`src/hdl/brpm_pkg.sv`:
```
// ----------------------------------------------------------------------------
// brpm_pkg: shared types and constants of the burst RMS and peak level meter
// Holds the beat types of the sample and result channels, the burst summary
// that travels from the front end to the back end, and sizing constants.
// ----------------------------------------------------------------------------
package brpm_pkg;

  // Default burst length limit
  localparam int unsigned MaxSamplesDef = 128;

  // Register reset value and magnitude ceiling
  localparam logic [4:0]  ShiftReset = 5'd14;
  localparam logic [31:0] MagLimit   = 32'd8388608;

  // Burst summary queue
  localparam int unsigned QDepth = 4;
  localparam int unsigned QPtrW  = $clog2(QDepth);
  localparam int unsigned QCntW  = $clog2(QDepth + 1);

  // Iterative divide and square root lengths
  localparam int unsigned SumW      = 54;
  localparam int unsigned DivSteps  = SumW;
  localparam int unsigned SqrtSteps = SumW / 2;
  localparam int unsigned IterW     = $clog2(DivSteps);

  typedef struct packed {
    logic signed [31:0] raw_sample;
    logic               last_sample;
  } sample_t;

  typedef struct packed {
    logic [23:0]        rms_level;
    logic [23:0]        peak_level;
    logic signed [31:0] first_raw;
  } result_t;

  typedef struct packed {
    logic [SumW-1:0] square_sum;
    logic [7:0]      sample_count;
    logic [23:0]     peak;
    logic [31:0]     first;
  } burst_t;

endpackage

```
`src/hdl/block_rms_peak_meter.sv`:
```
// The last sample beat passes stages A and B into the summary queue; the back end
//   then pops it, divides, takes the square root and registers the result.
// Throughput: one sample beat per cycle while full is low; one burst result at a
//   time from the shared one-bit-a-cycle divide and square root unit; 4 summaries queue.
// Reset: asynchronous, active low; accumulators, queue and result valid flag clear,
//   shift_q returns to 14.
// ----------------------------------------------------------------------------
// block_rms_peak_meter: burst RMS and peak level meter
// Accumulates squared, shifted sample magnitudes of a burst and reports the RMS
// level, the peak magnitude and the first raw sample when the last sample arrives.
// ----------------------------------------------------------------------------
module block_rms_peak_meter #(
  parameter int unsigned MaxSamples = brpm_pkg::MaxSamplesDef
) (
  input  logic              clk_i,
  input  logic              rst_ni,
  input  logic              push,
  output logic              full,
  input  brpm_pkg::sample_t sample_i,
  output logic              empty,
  input  logic              pop,
  output brpm_pkg::result_t result_o,
  input  logic              cfg_valid_i,
  output logic              cfg_ready_o,
  input  logic [4:0]        cfg_data_i
);
  import brpm_pkg::*;

  logic [4:0]       shift_q;
  logic             q_push, q_pop, q_empty, q_full;
  logic [QCntW-1:0] q_count;
  burst_t           q_wdata, q_rdata;

  // Configuration register
  assign cfg_ready_o = 1'b1;

  always_ff @(posedge clk_i or negedge rst_ni) begin
    if (!rst_ni) begin
      shift_q <= ShiftReset;
    end else if (cfg_valid_i && cfg_ready_o) begin
      shift_q <= cfg_data_i;
    end
  end

  brpm_front #(
    .MaxSamples(MaxSamples)
  ) u_front (
    .clk_i    (clk_i),
    .rst_ni   (rst_ni),
    .push     (push),
    .full     (full),
    .sample_i (sample_i),
    .shift_i  (shift_q),
    .q_count_i(q_count),
    .q_push_o (q_push),
    .q_data_o (q_wdata)
  );

  brpm_queue u_queue (
    .clk_i  (clk_i),
    .rst_ni (rst_ni),
    .push_i (q_push),
    .data_i (q_wdata),
    .pop_i  (q_pop),
    .data_o (q_rdata),
    .empty_o(q_empty),
    .full_o (q_full),
    .count_o(q_count)
  );

  brpm_back u_back (
    .clk_i    (clk_i),
    .rst_ni   (rst_ni),
    .q_data_i (q_rdata),
    .q_empty_i(q_empty),
    .q_pop_o  (q_pop),
    .result_o (result_o),
    .empty    (empty),
    .pop      (pop)
  );

`ifndef SYNTH
  // Front end never pushes a summary the queue cannot hold
  a_no_overflow: assert property (@(posedge clk_i) disable iff (!rst_ni)
    q_push |-> !q_full)
    else $error("summary pushed into a full queue");

  // Back end only pops a summary that is there
  a_no_underflow: assert property (@(posedge clk_i) disable iff (!rst_ni)
    q_pop |-> !q_empty)
    else $error("summary popped from an empty queue");

  // Fill level stays within the queue depth
  a_fill_bound: assert property (@(posedge clk_i) disable iff (!rst_ni)
    q_count <= QCntW'(QDepth))
    else $error("queue fill level beyond depth");

  // A full queue stalls the sample input
  a_full_stall: assert property (@(posedge clk_i) disable iff (!rst_ni)
    q_full |-> full)
    else $error("sample input open while queue is full");
`endif

endmodule

```
`src/hdl/brpm_front.sv`:
```
// ----------------------------------------------------------------------------
// brpm_front: sample front end
// Takes sample beats, forms the shifted and saturated magnitude, squares it
// and accumulates the burst; pushes a burst summary on the last sample.
// ----------------------------------------------------------------------------
module brpm_front #(
  parameter int unsigned MaxSamples = brpm_pkg::MaxSamplesDef
) (
  input  logic                     clk_i,
  input  logic                     rst_ni,
  input  logic                     push,
  output logic                     full,
  input  brpm_pkg::sample_t        sample_i,
  input  logic [4:0]               shift_i,
  input  logic [brpm_pkg::QCntW-1:0] q_count_i,
  output logic                     q_push_o,
  output brpm_pkg::burst_t         q_data_o
);
  import brpm_pkg::*;

  localparam int unsigned FillW = QCntW + 1;

  logic        accept;
  logic [31:0] fold_w, shifted_w, mag_full;
  logic [23:0] mag;
  logic        take, is_first;

  logic        a_valid_q, a_last_q, a_take_q, a_first_q;
  logic [23:0] a_mag_q;
  logic [31:0] a_word_q;
  logic [7:0]  cnt_q, cnt_d;

  logic        b_valid_q, b_last_q, b_take_q, b_first_q;
  logic [23:0] b_mag_q;
  logic [31:0] b_word_q;
  logic [47:0] b_sq_q;

  logic [SumW-1:0] sum_q, sum_nxt;
  logic [23:0]     peak_q, peak_nxt;
  logic [7:0]      count_q, count_nxt;
  logic [31:0]     first_q, first_nxt;
  logic [FillW-1:0] fill;

  // Hold off new samples while the queue could not take every burst in flight
  assign fill = FillW'(q_count_i) + FillW'(a_valid_q & a_last_q)
              + FillW'(b_valid_q & b_last_q);
  assign full   = fill >= FillW'(QDepth);
  assign accept = push && !full;

  // Shift and take the magnitude, saturate at the ceiling
  always_comb begin
    fold_w    = sample_i.raw_sample[31] ? ~sample_i.raw_sample : sample_i.raw_sample;
    shifted_w = fold_w >> shift_i;
    mag_full  = sample_i.raw_sample[31] ? shifted_w + 32'd1 : shifted_w;
    mag       = (mag_full > MagLimit) ? MagLimit[23:0] : mag_full[23:0];
    take      = cnt_q < 8'(MaxSamples);
    is_first  = cnt_q == 8'd0;
  end

  // Count accepted samples of the current burst, up to MaxSamples
  always_comb begin
    cnt_d = cnt_q;
    if (accept) begin
      if (sample_i.last_sample) begin
        cnt_d = 8'd0;
      end else if (take) begin
        cnt_d = cnt_q + 8'd1;
      end
    end
  end

  // Stage A: classified sample
  always_ff @(posedge clk_i or negedge rst_ni) begin
    if (!rst_ni) begin
      a_valid_q <= 1'b0;
      cnt_q     <= 8'd0;
    end else begin
      a_valid_q <= accept;
      cnt_q     <= cnt_d;
    end
  end

  always_ff @(posedge clk_i) begin
    if (accept) begin
      a_last_q  <= sample_i.last_sample;
      a_take_q  <= take;
      a_first_q <= is_first;
      a_mag_q   <= mag;
      a_word_q  <= sample_i.raw_sample;
    end
  end

  // Stage B: square
  always_ff @(posedge clk_i or negedge rst_ni) begin
    if (!rst_ni) begin
      b_valid_q <= 1'b0;
    end else begin
      b_valid_q <= a_valid_q;
    end
  end

  always_ff @(posedge clk_i) begin
    if (a_valid_q) begin
      b_last_q  <= a_last_q;
      b_take_q  <= a_take_q;
      b_first_q <= a_first_q;
      b_mag_q   <= a_mag_q;
      b_word_q  <= a_word_q;
      b_sq_q    <= 48'(a_mag_q) * 48'(a_mag_q);
    end
  end

  // Stage C: accumulate
  always_comb begin
    sum_nxt   = sum_q;
    peak_nxt  = peak_q;
    count_nxt = count_q;
    first_nxt = first_q;
    if (b_valid_q && b_take_q) begin
      sum_nxt   = sum_q + SumW'(b_sq_q);
      peak_nxt  = (b_mag_q > peak_q) ? b_mag_q : peak_q;
      count_nxt = count_q + 8'd1;
      if (b_first_q) begin
        first_nxt = b_word_q;
      end
    end
  end

  always_ff @(posedge clk_i or negedge rst_ni) begin
    if (!rst_ni) begin
      sum_q   <= '0;
      peak_q  <= '0;
      count_q <= '0;
      first_q <= '0;
    end else if (b_valid_q && b_last_q) begin
      sum_q   <= '0;
      peak_q  <= '0;
      count_q <= '0;
      first_q <= '0;
    end else begin
      sum_q   <= sum_nxt;
      peak_q  <= peak_nxt;
      count_q <= count_nxt;
      first_q <= first_nxt;
    end
  end

  // Hand the finished burst to the queue
  assign q_push_o              = b_valid_q && b_last_q;
  assign q_data_o.square_sum   = sum_nxt;
  assign q_data_o.sample_count = count_nxt;
  assign q_data_o.peak         = peak_nxt;
  assign q_data_o.first        = first_nxt;

endmodule

```
`src/hdl/brpm_queue.sv`:
```
// ----------------------------------------------------------------------------
// brpm_queue: burst summary queue
// Short first-in first-out store that decouples the sample front end from
// the divide and square root back end.
// ----------------------------------------------------------------------------
module brpm_queue (
  input  logic                       clk_i,
  input  logic                       rst_ni,
  input  logic                       push_i,
  input  brpm_pkg::burst_t           data_i,
  input  logic                       pop_i,
  output brpm_pkg::burst_t           data_o,
  output logic                       empty_o,
  output logic                       full_o,
  output logic [brpm_pkg::QCntW-1:0] count_o
);
  import brpm_pkg::*;

  burst_t           mem_q [QDepth];
  logic [QPtrW-1:0] wr_ptr_q, rd_ptr_q;
  logic [QCntW-1:0] count_q;
  logic             do_push, do_pop;

  assign do_push = push_i && !full_o;
  assign do_pop  = pop_i && !empty_o;

  // Store the incoming summary
  always_ff @(posedge clk_i) begin
    if (do_push) begin
      mem_q[wr_ptr_q] <= data_i;
    end
  end

  // Advance pointers and fill level
  always_ff @(posedge clk_i or negedge rst_ni) begin
    if (!rst_ni) begin
      wr_ptr_q <= '0;
      rd_ptr_q <= '0;
      count_q  <= '0;
    end else begin
      if (do_push) begin
        wr_ptr_q <= wr_ptr_q + QPtrW'(1);
      end
      if (do_pop) begin
        rd_ptr_q <= rd_ptr_q + QPtrW'(1);
      end
      if (do_push && !do_pop) begin
        count_q <= count_q + QCntW'(1);
      end else if (do_pop && !do_push) begin
        count_q <= count_q - QCntW'(1);
      end
    end
  end

  assign data_o  = mem_q[rd_ptr_q];
  assign empty_o = count_q == '0;
  assign full_o  = count_q == QCntW'(QDepth);
  assign count_o = count_q;

endmodule

```
`src/hdl/brpm_back.sv`:
```
// ----------------------------------------------------------------------------
// brpm_back: RMS back end
// Divides the sum of squares by the sample count one quotient bit a cycle,
// takes the integer square root one result bit a cycle and holds the result.
// ----------------------------------------------------------------------------
module brpm_back (
  input  logic                clk_i,
  input  logic                rst_ni,
  input  brpm_pkg::burst_t    q_data_i,
  input  logic                q_empty_i,
  output logic                q_pop_o,
  output brpm_pkg::result_t   result_o,
  output logic                empty,
  input  logic                pop
);
  import brpm_pkg::*;

  localparam logic [1:0] StIdle = 2'd0;
  localparam logic [1:0] StDiv  = 2'd1;
  localparam logic [1:0] StSqrt = 2'd2;
  localparam logic [1:0] StOut  = 2'd3;

  logic [1:0]      st_q, st_d;
  logic [IterW-1:0] iter_q, iter_d;
  logic [SumW-1:0] val_q, val_d;
  logic [SumW-1:0] res_q, res_d;
  logic [SumW-1:0] bit_q, bit_d;
  logic [7:0]      rem_q, rem_d;
  logic [7:0]      cnt_q, cnt_d;
  logic [23:0]     peak_q, peak_d;
  logic [31:0]     first_q, first_d;
  logic            out_valid_q;
  result_t         out_q;
  logic            load_out;

  logic [8:0]      rem_sh;
  logic            ge;
  logic [SumW-1:0] trial;

  // Sequence the divide, then the square root
  always_comb begin
    st_d     = st_q;
    iter_d   = iter_q;
    val_d    = val_q;
    res_d    = res_q;
    bit_d    = bit_q;
    rem_d    = rem_q;
    cnt_d    = cnt_q;
    peak_d   = peak_q;
    first_d  = first_q;
    q_pop_o  = 1'b0;
    load_out = 1'b0;
    rem_sh   = {rem_q, val_q[SumW-1]};
    ge       = rem_sh >= {1'b0, cnt_q};
    trial    = res_q + bit_q;
    unique case (st_q)
      StIdle: begin
        if (!q_empty_i) begin
          q_pop_o = 1'b1;
          val_d   = q_data_i.square_sum;
          cnt_d   = q_data_i.sample_count;
          peak_d  = q_data_i.peak;
          first_d = q_data_i.first;
          rem_d   = '0;
          res_d   = '0;
          iter_d  = '0;
          // An empty burst gives a zero level
          st_d    = (q_data_i.sample_count == 8'd0) ? StOut : StDiv;
        end
      end
      StDiv: begin
        rem_d  = ge ? 8'(rem_sh - {1'b0, cnt_q}) : rem_sh[7:0];
        val_d  = {val_q[SumW-2:0], ge};
        iter_d = iter_q + IterW'(1);
        if (iter_q == IterW'(DivSteps - 1)) begin
          st_d   = StSqrt;
          iter_d = '0;
          res_d  = '0;
          bit_d  = SumW'(1) << (2 * (SqrtSteps - 1));
        end
      end
      StSqrt: begin
        if (val_q >= trial) begin
          val_d = val_q - trial;
          res_d = (res_q >> 1) + bit_q;
        end else begin
          res_d = res_q >> 1;
        end
        bit_d  = bit_q >> 2;
        iter_d = iter_q + IterW'(1);
        if (iter_q == IterW'(SqrtSteps - 1)) begin
          st_d = StOut;
        end
      end
      StOut: begin
        if (!out_valid_q || pop) begin
          load_out = 1'b1;
          st_d     = StIdle;
        end
      end
      default: st_d = StIdle;
    endcase
  end

  always_ff @(posedge clk_i or negedge rst_ni) begin
    if (!rst_ni) begin
      st_q <= StIdle;
    end else begin
      st_q <= st_d;
    end
  end

  always_ff @(posedge clk_i) begin
    iter_q  <= iter_d;
    val_q   <= val_d;
    res_q   <= res_d;
    bit_q   <= bit_d;
    rem_q   <= rem_d;
    cnt_q   <= cnt_d;
    peak_q  <= peak_d;
    first_q <= first_d;
  end

  // Hold the result until it is taken
  always_ff @(posedge clk_i or negedge rst_ni) begin
    if (!rst_ni) begin
      out_valid_q <= 1'b0;
    end else if (load_out) begin
      out_valid_q <= 1'b1;
    end else if (pop) begin
      out_valid_q <= 1'b0;
    end
  end

  always_ff @(posedge clk_i) begin
    if (load_out) begin
      out_q.rms_level  <= res_q[23:0];
      out_q.peak_level <= peak_q;
      out_q.first_raw  <= first_q;
    end
  end

  assign result_o = out_q;
  assign empty    = !out_valid_q;

endmodule

```
`config.mk`:
```
export PLATFORM = sky130hd
export DESIGN_NAME = block_rms_peak_meter
export DESIGN_NICKNAME = d
export VERILOG_FILES = /design/src/hdl/brpm_pkg.sv /design/src/hdl/block_rms_peak_meter.sv /design/src/hdl/brpm_front.sv /design/src/hdl/brpm_queue.sv /design/src/hdl/brpm_back.sv
export SDC_FILE = /design/constraint.sdc
export NUM_CORES = 2
export LEC_CHECK = 0
export CAP_MARGIN = 15
export CORE_ASPECT_RATIO = 0.6
export CORE_UTILIZATION = 45
export DETAILED_ROUTE_END_ITERATION = 10
export DONT_BUFFER_PORTS = 1
export RECOVER_POWER = 50
export SYNTH_ARGS = -nofsm -noshare
export SYNTH_HDL_FRONTEND = slang
export SYNTH_SLANG_ARGS = --single-unit
```
`constraint.sdc`:
```
create_clock -name clk_i -period 13.1 [get_ports clk_i]
set_input_delay 0.655 -clock clk_i [delete_from_list [all_inputs] [get_ports clk_i]]
set_output_delay 0.655 -clock clk_i [all_outputs]
set_load 0.02 [all_outputs]
```
==> reports/qor.yml <==
status: "finished with violations"
violations: "max-capacitance violations, max-slew violations"
synth-seq-cells: 1072
areaGrowthSynthToFinish_pct: 8.90
rsz0062_at_grt: "no"
max_freq_mhz: 101
finalCriticalPeriod_ps: 9870
cts-root-buf: "clkbuf_16"
hold_viol: 0
path_clk_slew_ps: 60
synth_area_leaders: "edfxtp_1 (41%), fa_1 (13%), ha_1 (7.0%), dfrtp_1 (5.1%), mux4_2 (4.1%)"
cts_buffer_depth: 3
yosysTopAreaCellShare_pct: 41.0
drive_above_1_share_pct: 7.52
gp_congestion: 0.927
synthTopCellsByCount: "edfxtp_1 (929), inv_1 (691), nand2_1 (447), fa_1 (426), ha_1 (381)"
grt_usage_pct: 22.8
max_slew_margin_pct: -179
drc: 0
routed_wl_um: 173000
critical_path_class: "register to register"
cts_htree_levels: 3
hold_class: "input pin to register"
portBuffers: 0
ys.flop_type: "edfxtp_1"
worstMarginPinSlew_ps: 4190
synth_cells: 5621
antenna_found_initial: 10
gr-usage-met2_pct: 29.0
postSynth.asyncResetShare_pct: 13.3
grt_pass1_vias: 42400
fin_nets: 6457
crit_path_max_fanout: 25
hpwl_um: 125000
cap_violations: 25
synth.most_common_cell: "edfxtp_1"
ys_warn_count: 0
row_count: 110
place_inst: 7484
cts-buffers-inserted: 107
ys_seq_area_share_pct: 46.2
finalSetupViolations: 0
route.vias.total: 43200
syn_nets: 6471
use_met3_pct: 4.44
finalMaxSlewViolations: 992
dieWidth_um: 504
synth_edf_count: 929
die_area_um2: 153000
avgRoutedWirePerCell_um: 22.4
clock_sinks: 1072
grt_pass1_wl_um: 267000
seq_area_um2: 31500
yosysTopAreaCell: "edfxtp_1"
worst_skew_pair.late_latency_ps: 750
hold_path_depth: 0
crit_start: "u_front.a_mag_q[7]$_SDFFCE_PN0P_"
r2r-start: "u_front.a_mag_q[7]$_SDFFCE_PN0P_"
avgSynthCellArea_um2: 12.1
grt_max_degree: 144
cp-end-kind: "register"
post-cts-setup-buffer-count: 0
reg2reg_slack_ps: 3230
cpPeakStageDelay_ps: 1200
timing.final.crit_share_pct: 75.4
required_ps: 13560
cts_tree: "built"
cp.arrival_ps: 10330
yosysUniqueCellTypes: 99
multi_input_area_um2: 33200
drt_iter0_markers: 4175
worst_clock_skew_ps: 57.8
layoutNonFillerInstCount: 7720
grt.overflow.total: 0
core_um2: 150000
grt_most_used_layer: "met1"
r2r_cells: 29
syn_area_um2: 68100
cp_slowest_cell: "clkbuf_1"
ant_nets: 0
pin_count: 126
firstDrtPassIters: 8
use_met1_pct: 39.3
setup_tns_ps: 0
viasPerCell: 5.59
cp-start-kind: "register"
crit_end: "u_front.b_sq_q[46]$_DFFE_PP_"
die_y_um: 303
r2r-end: "u_front.b_sq_q[46]$_DFFE_PP_"
nFillCells: 13200
start_util_pct: 45.4
cell families (layout without fill, tap and decap cells):
kind of cell	after synthesis	in the layout	share of synthesized area, %
flip-flops	1072	1072	46.2
XOR/XNOR	301	301	3.87
multiplexers	295	295	6.78
AND/OR/NAND/NOR	1373	1373	9.93
buffers and inverters	896	977	5.10
adder cells (fa/ha/maj)	808	808	19.5
AO/OA/AOI/OAI	875	875	8.53
other	1	3	0.00551
flip-flops by register name, indices dropped and copies added (netlist names), 27 cells and up:
register / flops
u_queue.mem_q: 472
u_back.result_o: 80
u_back.res_q: 54
u_back.val_q: 54
u_front.sum_q: 54
u_front.b_sq_q: 47
u_back.first_q: 32
u_front.a_word_q: 32
u_front.b_word_q: 32
u_front.first_q: 32
u_back.bit_q: 27
layout make-up:
class,count,share of cell area [%]
diodes,2,0.00675
clock buffers,157,4.18
clock inverters,47,0.862
inverters,692,3.50
multi-input cells,3653,44.7
flip-flops and latches,1072,42.5
well taps,2016,3.40
repair buffers,81,0.842
routing by layer:
layer  vias up  wire, um
met5         -        13
met4         2      2350
met3       176     14600
met2      1505     64400
met1     21700     91300
li1      19800         -
critical path, delay by kind of cell, from the launching register on:
kind,cells,cell delay [ps]
compound gates,9,2860
simple gates,3,620
fa+ha+maj,8,4070
xor+xnor,1,130
flops,1,340
buf+inv,8,1590
what timing repair did:
item,4_1_cts,5_1_grt
hold endpoints to repair,173,0
resized for setup,0,0
hold buffers,29,0
placed cells by master, fill, tap and decap left out, drive strengths merged, types with 24 or more instances in the layout:
| master | count |
|---|---|
| mux2i | 93 |
| inv | 693 |
| o21ai | 158 |
| a21oi | 224 |
| mux2 | 79 |
| xor2 | 117 |
| dfrtp | 140 |
| nor3 | 51 |
| dlygate4sd3 | 28 |
| nor2b | 45 |
| a21o | 111 |
| o211ai | 25 |
| and3 | 29 |
| nand4 | 45 |
| mux4 | 123 |
| o21bai | 44 |
| buf | 28 |
| clkbuf | 182 |
| and2 | 266 |
| nand2 | 447 |
| or3 | 24 |
| a31oi | 55 |
| a211oi | 44 |
| nand3 | 65 |
| fa | 426 |
| nand2b | 25 |
| clkinv | 26 |
| edfxtp | 929 |
| a221oi | 42 |
| nor2 | 293 |
| ha | 381 |
| xnor2 | 184 |
worst min-delay path by stage:
stage,slack (ps),startpoint,endpoint
6_report,50,sample_i[1],u_front.a_word_q[0]$_DFFE_PP_
5_1_grt,7,sample_i[1],u_front.a_word_q[0]$_DFFE_PP_
4_1_cts,2,sample_i[1],u_front.a_word_q[0]$_DFFE_PP_
2_1_floorplan,360,rst_ni,shift_q[0]$_DFFE_PN0P_
3_5_place_dp,360,rst_ni,shift_q[4]$_DFFE_PN0P_
3_3_place_gp,360,rst_ni,shift_q[4]$_DFFE_PN0P_
through the flow:
| stage | util, % | area, um^2 | worst slack [ps] | hold slack [ps] |
|---|---|---|---|---|
| after floorplan | - | 68100 | 3810 | 359 |
| after global routing | 49.4 | 74100 | 2780 | 6.51 |
| after global placement | 46.8 | 70200 | 3970 | 363 |
| final | 49.4 | 74100 | 3230 | 45.3 |
| after CTS | 49.5 | 74200 | 3810 | 1.50 |
| after detailed placement | 46.8 | 70200 | 3840 | 362 |
Power is not shown: default switching activity piles up to over one toggle a cycle in this logic, so the estimate is an artifact.
